<file path="config.mk">
export PLATFORM = sky130hd
export DESIGN_NAME = tcp_rtt_retransmit_tracker_unit
export DESIGN_NICKNAME = d
export VERILOG_FILES = /design/src/rtl/trk_pkg.sv /design/src/rtl/trk_ram.sv /design/src/rtl/trk_scan.sv /design/src/rtl/tcp_rtt_retransmit_tracker_unit.sv
export SDC_FILE = /design/constraint.sdc
export NUM_CORES = 1
export LEC_CHECK = 0
export BUFFER_PORTS_ARGS = -buffer_cell sky130_fd_sc_hd__clkbuf_2
export CORE_ASPECT_RATIO = 1.1
export CORE_MARGIN = 2
export CORE_UTILIZATION = 60
export CTS_BUF_LIST = sky130_fd_sc_hd__clkbuf_4 sky130_fd_sc_hd__clkbuf_8
export DETAILED_ROUTE_END_ITERATION = 8
export MAX_ROUTING_LAYER = met4
export PLACE_DENSITY = 0.79
export SYNTH_ARGS = -nofsm -noshare
export SYNTH_HDL_FRONTEND = slang
export SYNTH_HIERARCHICAL = 1
export SYNTH_SLANG_ARGS = --single-unit
export TNS_END_PERCENT = 5
</file>
<file path="constraint.sdc">
create_clock -name clk -period 21.1 [get_ports clk]
set_input_delay 0 -clock clk [delete_from_list [all_inputs] [get_ports clk]]
set_output_delay 0 -clock clk [all_outputs]
set_load 0.01 [all_outputs]
</file>
<file path="src/rtl/trk_pkg.sv">
`default_nettype none

package trk_pkg;

	// TCP flag bits used by the handshake step
	localparam int unsigned FLAG_SYN_BIT = 1;
	localparam int unsigned FLAG_ACK_BIT = 4;

	localparam int unsigned TIME_W = 48;
	localparam int unsigned SEQ_W  = 32;
	localparam int unsigned FLAG_W = 8;
	localparam int unsigned RETX_W = 32;

	typedef enum logic [1:0] {
		ST_IDLE,
		ST_SCAN,
		ST_FETCH,
		ST_UPDATE
	} trk_state_t;

	// findings of one pass over the sequence table
	typedef struct packed {
		logic found;
		logic free_hit;
		logic match_hit;
	} scan_flags_t;

endpackage

`default_nettype wire

</file>
<file path="src/rtl/trk_ram.sv">
`default_nettype none

module trk_ram #(
	parameter int unsigned WIDTH = 32,
	parameter int unsigned DEPTH = 8,
	localparam int unsigned AW = (DEPTH > 1) ? $clog2(DEPTH) : 1
) (
	input  wire logic             clk,
	input  wire logic             we,
	input  wire logic [AW-1:0]    waddr,
	input  wire logic [WIDTH-1:0] wdata,
	input  wire logic [AW-1:0]    raddr,
	output logic      [WIDTH-1:0] rdata
);
	logic [WIDTH-1:0] mem_q [DEPTH];

	// write port and registered read port
	always_ff @(posedge clk) begin
		if (we) begin
			mem_q[waddr] <= wdata;
		end
		rdata <= mem_q[raddr];
	end

endmodule

`default_nettype wire

</file>
<file path="src/rtl/trk_scan.sv">
`default_nettype none

module trk_scan
	import trk_pkg::*;
#(
	parameter int unsigned IW = 3
) (
	input  wire logic             clk,
	input  wire logic             arst_n,
	input  wire logic             clear,
	input  wire logic             chk,
	input  wire logic [IW-1:0]    chk_idx,
	input  wire logic             entry_valid,
	input  wire logic [SEQ_W-1:0] entry_seq,
	input  wire logic [SEQ_W-1:0] seq_key,
	input  wire logic [SEQ_W-1:0] ack_key,
	output scan_flags_t           flags,
	output logic      [IW-1:0]    free_idx,
	output logic      [IW-1:0]    match_idx
);
	scan_flags_t flags_q;
	logic [IW-1:0] free_idx_q;
	logic [IW-1:0] match_idx_q;
	logic hit_seq, hit_free, hit_ack;

	// compare the entry just read against both keys
	assign hit_seq  = chk && entry_valid && (seq_key != '0) && (entry_seq == seq_key);
	assign hit_free = chk && !entry_valid;
	assign hit_ack  = chk && entry_valid && (ack_key != '0) && (entry_seq == ack_key);

	// note a sequence match, and keep the first free slot and the first ack match
	always_ff @(posedge clk or negedge arst_n) begin
		if (!arst_n) begin
			flags_q <= '0;
		end else if (clear) begin
			flags_q <= '0;
		end else begin
			if (hit_seq) begin
				flags_q.found <= 1'b1;
			end
			if (hit_free) begin
				flags_q.free_hit <= 1'b1;
			end
			if (hit_ack) begin
				flags_q.match_hit <= 1'b1;
			end
		end
	end

	always_ff @(posedge clk) begin
		if (hit_free && !flags_q.free_hit) begin
			free_idx_q <= chk_idx;
		end
		if (hit_ack && !flags_q.match_hit) begin
			match_idx_q <= chk_idx;
		end
	end

	assign flags     = flags_q;
	assign free_idx  = free_idx_q;
	assign match_idx = match_idx_q;

endmodule

`default_nettype wire

</file>
<file path="src/rtl/tcp_rtt_retransmit_tracker_unit.sv">
// Channel   Handshake          Payload
// input     start / busy       timestamp_us, flag_byte, seq_number, ack_number
// result    done (one cycle)   handshake_rtt_us, data_rtt_us, handshake_updated,
//                              data_rtt_updated, retransmissions, duplicate_seen
//
// A packet is taken when start is high and busy is low. busy then stays high over
// one pass over the sequence memory, one entry per cycle through its registered
// read, then a send-time fetch and an update step. done is high in the first cycle
// in which busy is low again. Reset clears the table valid bits and all counters
// at once; no clearing pass. The receiver cannot stall; done is high for a single
// cycle per result.
`default_nettype none

module tcp_rtt_retransmit_tracker_unit
	import trk_pkg::*;
#(
	parameter int unsigned TABLE_ENTRIES = 8
) (
	input  wire logic              clk,
	input  wire logic              arst_n,
	input  wire logic              start,
	output logic                   busy,
	input  wire logic [TIME_W-1:0] timestamp_us,
	input  wire logic [FLAG_W-1:0] flag_byte,
	input  wire logic [SEQ_W-1:0]  seq_number,
	input  wire logic [SEQ_W-1:0]  ack_number,
	output logic                   done,
	output logic      [TIME_W-1:0] handshake_rtt_us,
	output logic      [TIME_W-1:0] data_rtt_us,
	output logic                   handshake_updated,
	output logic                   data_rtt_updated,
	output logic      [RETX_W-1:0] retransmissions,
	output logic                   duplicate_seen
);
	localparam int unsigned IW = (TABLE_ENTRIES > 1) ? $clog2(TABLE_ENTRIES) : 1;
	localparam int unsigned CW = $clog2(TABLE_ENTRIES + 1);
	localparam logic [CW-1:0] CNT_END = CW'(TABLE_ENTRIES);

	trk_state_t state_q, state_d;

	logic [CW-1:0]     cnt_q;
	logic              chk_s1;
	logic [IW-1:0]     chk_idx_s1;
	logic [TABLE_ENTRIES-1:0] valid_q;

	logic [TIME_W-1:0] now_q;
	logic [FLAG_W-1:0] flags_q;
	logic [SEQ_W-1:0]  seq_q;
	logic [SEQ_W-1:0]  ack_q;

	logic [TIME_W-1:0] syn_arrival_q;
	logic [TIME_W-1:0] hs_rtt_q;
	logic [TIME_W-1:0] ack_rtt_q;
	logic [RETX_W-1:0] retx_q;
	logic              dup_q;
	logic              hs_upd_q;
	logic              dr_upd_q;
	logic              done_q;

	logic              accept;
	logic              scan_clear;
	logic              issue;
	logic [IW-1:0]     seq_raddr;
	logic [SEQ_W-1:0]  seq_rdata;
	logic [TIME_W-1:0] time_rdata;
	logic              store_we;
	logic              same_pkt;
	logic              new_seq;

	scan_flags_t       scan_flags;
	logic [IW-1:0]     free_idx;
	logic [IW-1:0]     match_idx;

	logic              is_syn;
	logic              is_ack;

	assign accept     = start && (state_q == ST_IDLE);
	assign scan_clear = accept;
	assign is_syn     = flags_q[FLAG_SYN_BIT];
	assign is_ack     = flags_q[FLAG_ACK_BIT];

	// a new sequence that finds a free slot; if the ack names it, it is not stored
	assign new_seq  = (seq_q != '0) && !scan_flags.found && scan_flags.free_hit;
	assign same_pkt = new_seq && (ack_q == seq_q);

	// next state and memory control
	always_comb begin
		state_d   = state_q;
		busy      = 1'b1;
		issue     = 1'b0;
		seq_raddr = cnt_q[IW-1:0];
		store_we  = 1'b0;
		case (state_q)
			ST_IDLE: begin
				busy = 1'b0;
				if (start) begin
					state_d = ST_SCAN;
				end
			end
			ST_SCAN: begin
				if (cnt_q == CNT_END) begin
					state_d = ST_FETCH;
				end else begin
					issue = 1'b1;
				end
			end
			ST_FETCH: begin
				store_we = new_seq && !same_pkt;
				state_d  = ST_UPDATE;
			end
			ST_UPDATE: begin
				state_d = ST_IDLE;
			end
			default: begin
				state_d = ST_IDLE;
			end
		endcase
	end

	always_ff @(posedge clk or negedge arst_n) begin
		if (!arst_n) begin
			state_q <= ST_IDLE;
		end else begin
			state_q <= state_d;
		end
	end

	// scan counter and read pipeline tag
	always_ff @(posedge clk or negedge arst_n) begin
		if (!arst_n) begin
			cnt_q  <= '0;
			chk_s1 <= 1'b0;
		end else begin
			chk_s1 <= issue;
			if (accept) begin
				cnt_q <= '0;
			end else if (issue) begin
				cnt_q <= cnt_q + 1'b1;
			end
		end
	end

	always_ff @(posedge clk) begin
		chk_idx_s1 <= cnt_q[IW-1:0];
	end

	// latch the packet on transfer
	always_ff @(posedge clk) begin
		if (accept) begin
			now_q   <= timestamp_us;
			flags_q <= flag_byte;
			seq_q   <= seq_number;
			ack_q   <= ack_number;
		end
	end

	// table valid bits: mark the stored slot, drop the acked slot
	always_ff @(posedge clk or negedge arst_n) begin
		if (!arst_n) begin
			valid_q <= '0;
		end else if (state_q == ST_FETCH) begin
			if (store_we) begin
				valid_q[free_idx] <= 1'b1;
			end
			if (scan_flags.match_hit) begin
				valid_q[match_idx] <= 1'b0;
			end
		end
	end

	// session state and result registers
	always_ff @(posedge clk or negedge arst_n) begin
		if (!arst_n) begin
			syn_arrival_q <= '0;
			hs_rtt_q      <= '0;
			ack_rtt_q     <= '0;
			retx_q        <= '0;
			dup_q         <= 1'b0;
			hs_upd_q      <= 1'b0;
			dr_upd_q      <= 1'b0;
			done_q        <= 1'b0;
		end else if (state_q == ST_UPDATE) begin
			done_q   <= 1'b1;
			hs_upd_q <= is_syn && is_ack;
			dr_upd_q <= scan_flags.match_hit || same_pkt;
			if (is_syn && !is_ack) begin
				syn_arrival_q <= now_q;
			end
			if (is_syn && is_ack) begin
				hs_rtt_q <= now_q - syn_arrival_q;
			end
			if ((seq_q != '0) && scan_flags.found) begin
				dup_q <= 1'b1;
				if (retx_q != '1) begin
					retx_q <= retx_q + 1'b1;
				end
			end
			if (scan_flags.match_hit) begin
				ack_rtt_q <= now_q - time_rdata;
			end else if (same_pkt) begin
				ack_rtt_q <= '0;
			end
		end else begin
			done_q <= 1'b0;
		end
	end

	trk_ram #(
		.WIDTH(SEQ_W),
		.DEPTH(TABLE_ENTRIES)
	) u_seq_ram (
		.clk  (clk),
		.we   (store_we),
		.waddr(free_idx),
		.wdata(seq_q),
		.raddr(seq_raddr),
		.rdata(seq_rdata)
	);

	trk_ram #(
		.WIDTH(TIME_W),
		.DEPTH(TABLE_ENTRIES)
	) u_time_ram (
		.clk  (clk),
		.we   (store_we),
		.waddr(free_idx),
		.wdata(now_q),
		.raddr(match_idx),
		.rdata(time_rdata)
	);

	trk_scan #(
		.IW(IW)
	) u_scan (
		.clk        (clk),
		.arst_n     (arst_n),
		.clear      (scan_clear),
		.chk        (chk_s1),
		.chk_idx    (chk_idx_s1),
		.entry_valid(valid_q[chk_idx_s1]),
		.entry_seq  (seq_rdata),
		.seq_key    (seq_q),
		.ack_key    (ack_q),
		.flags      (scan_flags),
		.free_idx   (free_idx),
		.match_idx  (match_idx)
	);

	assign done              = done_q;
	assign handshake_rtt_us  = hs_rtt_q;
	assign data_rtt_us       = ack_rtt_q;
	assign handshake_updated = hs_upd_q;
	assign data_rtt_updated  = dr_upd_q;
	assign retransmissions   = retx_q;
	assign duplicate_seen    = dup_q;

endmodule

`default_nettype wire

</file>
==> flow_metrics.py <==
metrics = {
    "cts": {
        "htree_levels": 4,
        "clk_pin_slew_ns": 0.06,
        "insertion_delay_ns": 0.83,
        "clockRootBuffer": "clkbuf_8",
        "ctsResizeCount": 0,
        "clock_path_buffers": 3,
        "cts.sinks": 1041,
        "cts_tree": "yes",
        "numCtsBuffers": 160,
    },
    "sta": {
        "fin_tns_setup_ns": 0,
        "relSlewSlack": 0.2525,
        "fin_skew_ns": 0.03715,
        "drv_slew": 0,
        "clock.fmax_mhz": 257.1,
        "setup_viol": 0,
        "rsz0062_at_grt": "false",
        "hold_violations": 0,
        "fin_crit_sh": 0.1844,
        "min_period_ns": 3.890,
        "worst-slew-pin-transition_ns": 1.111,
    },
    "finish": {
        "multi_input_area_sq_um": 14290,
        "drive_gt1_frac": 0.2427,
        "area_growth_pct": 17.82,
        "ff_latch_area_sq_um": 29440,
        "n_fill_cell": 4683,
        "nets": 3663,
    },
    "placed_design": {
        "port-buffer-count": 249,
        "place_congestion": 1.014,
        "hpwl_microns": 67570,
    },
    "min_path": {
        "min_to": "state_q[1]$_DFFE_PN0P_",
        "hold_class": "input port to register",
        "worstHoldStart": "start",
        "whs_path_depth": 6,
    },
    "worst_setup_path": {
        "r2r_start": "now_q[1]$_DFFE_PP_",
        "reg2reg_depth": 10,
        "critPathRequiredTime_ns": 21.76,
        "cp-startpoint": "now_q[1]$_DFFE_PP_",
        "worstSetupStartpointType": "register",
        "rrSetupSlack_ns": 17.21,
        "r2r-end": "handshake_rtt_us[45]$_DFFE_PN0P_",
        "cp.arrival_ns": 4.55,
        "critPathMaxFanout": 12,
        "worstSetupEndpointType": "register",
        "crit_type": "register to register",
    },
    "routing": {
        "drt-total-wl_microns": 109700,
        "avgRoutedWirePerCell_microns": 24.16,
        "antenna_left": 0,
        "drtIter0Drc": 2349,
        "drc": 0,
        "dr_total_vias": 27590,
        "first_pass_iters": 5,
        "viasPerCell": 6.078,
    },
    "logic_synthesis": {
        "yosys_warnings": 6,
        "synth_edf_count": 760,
        "syn-num-nets": 3091,
        "synth.ff_latch_count": 1041,
        "ys_top_cells_by_area": "edfxtp_1 (51%), dfrtp_1 (11%), mux4_2 (6.0%)",
        "ys.flop_type": "edfxtp_1",
        "ys_seq_area_frac": 0.6575,
        "async_flop_share": 0.1902,
        "synth.most_common_cell": "edfxtp_1",
        "netlist_area_sq_um": 44770,
        "yosysUniqueCellTypes": 87,
        "synth_area_per_cell_sq_um": 15.63,
        "syn-instance-count": 2864,
        "yosysTopAreaCellShare": 0.5098,
        "netlist_top_cells_count": "edfxtp_1 (760), dfrtp_1 (198), nand2_1 (184), xor2_1 (146), o21ai_0 (130)",
        "synth_area_leader_cell": "edfxtp_1",
    },
    "pwr": {
        "peakVddDrop_mv": 0.07608,
        "power_density_nw_per_um2": 116.7,
        "power_leakage_nw": 20.22,
        "finalPower_mw": 6.158,
    },
    "grt": {
        "grt_use_total": 0.2983,
        "first_global_vias": 28610,
        "grt_start_max_net_pins": 73,
        "grt_overflow": 0,
        "grt_first_pass_wirelength_microns": 167400,
        "antenna_found_initial": 1,
    },
    "die": {
        "core_area_sq_um": 74230,
        "rows": 105,
        "start_util": 0.6032,
        "io_pins": 256,
        "die_h_microns": 290.5,
        "die_w_microns": 264.5,
        "die-area_sq_um": 76820,
    },
    "flow_run": {
        "maxCapViolations": 0,
    },
    "outcome": {
        "status": "completed",
    },
}
registers in the layout, indices dropped and copies added, names as in the netlist, 48 cells and up:
register	count
data_rtt_us	48
handshake_rtt_us	48
now_q	48
syn_arrival_q	48
u_seq_ram/mem_q	256
u_time_ram/mem_q	384
u_time_ram/rdata	48
layer usage:
metal  global-route usage  vias up  routed length, microns
li1                     -    12190                       -
met4               0.1062        0                    3659
met2               0.4999     1187                   55660
met5                    -        -                       0
met3              0.04431      252                    6905
met1               0.3736    13960                   43440
kinds of logic (layout without fill, tap and decap cells):
| logic type | count (synthesis) | in the layout | synth area share |
|---|---|---|---|
| and+or+nand+nor | 540 | 540 | 0.06140 |
| xor gates and xnor gates | 211 | 211 | 0.04128 |
| buffers and inverters | 234 | 943 | 0.02574 |
| AOI/OAI and AO/OA | 442 | 442 | 0.06355 |
| adders and majority gates | 104 | 104 | 0.02940 |
| muxes | 292 | 292 | 0.1211 |
| DFF | 1041 | 1041 | 0.6575 |
| other | 0 | 3 | 0 |
cell usage in the layout (no fill, tap or decap), types with 109 or more instances in the layout:
master / instances
edfxtp_1: 760
clkbuf_2: 248
dlygate4sd3_1: 231
dfrtp_1: 196
clkbuf_8: 187
nand2_1: 184
xor2_1: 146
o21ai_0: 130
inv_1: 128
mux4_2: 119
a21oi_1: 109
through the flow:
stage,hold WS (ns),util,setup slack [ns],instances,area [sq um]
after floorplan,-0.2956,-,14.31,2864,44770
after global placement,-0.03155,0.6324,17.37,4005,46940
after detailed placement,-0.02788,0.6324,17.37,4005,46940
after CTS,0.2127,0.7105,17.28,4536,52740
after global routing,0.3425,0.7106,17.14,4539,52750
final,0.2478,0.7106,17.21,4539,52750
critical path, cell delays in order, from the launching register on:
cell and delay, ns:
edfxtp_1 0.61, ha_1 0.37, nor2b_1 0.15, o31ai_1 0.44
a21oi_1 0.24, o31ai_1 0.55, a21oi_1 0.23, a221o_1 0.46
a41oi_1 0.36, xor2_1 0.21, o21ai_1 0.09
power breakdown:
part	switching [mW]	internal, mW
Clock	0.788	0.994
Combinational	0.901	0.655
Sequential	0.294	2.52
Total	1.98	4.17
timing repair:
item / in CTS / in global routing
buffers inserted: 0 / 0
endpoints found under the setup margin: 0 / 0
hold endpoints to repair: 245 / 0
hold buffers: 232 / 0
area by class of cell:
class                      count  share of cell area
antenna                        3           0.0001423
clock buffer                 249             0.05762
clock inverter                50            0.007994
inverter                     128            0.009109
multi-input combinational   1589              0.2709
sequential                  1041              0.5582
tap                          963             0.02284
timing repair buffer         516             0.07316
worst max-delay path by stage:
stage,end,cells past startpoint
6_report,handshake_rtt_us[45]$_DFFE_PN0P_,10
3_3_place_gp,handshake_rtt_us[45]$_DFFE_PN0P_,10
4_1_cts,handshake_rtt_us[45]$_DFFE_PN0P_,10
5_1_grt,handshake_rtt_us[45]$_DFFE_PN0P_,10
2_1_floorplan,u_scan/flags[2]$_DFFE_PN0P_,7
3_5_place_dp,handshake_rtt_us[45]$_DFFE_PN0P_,10
Note: power is estimated with default switching activity, not from simulation.
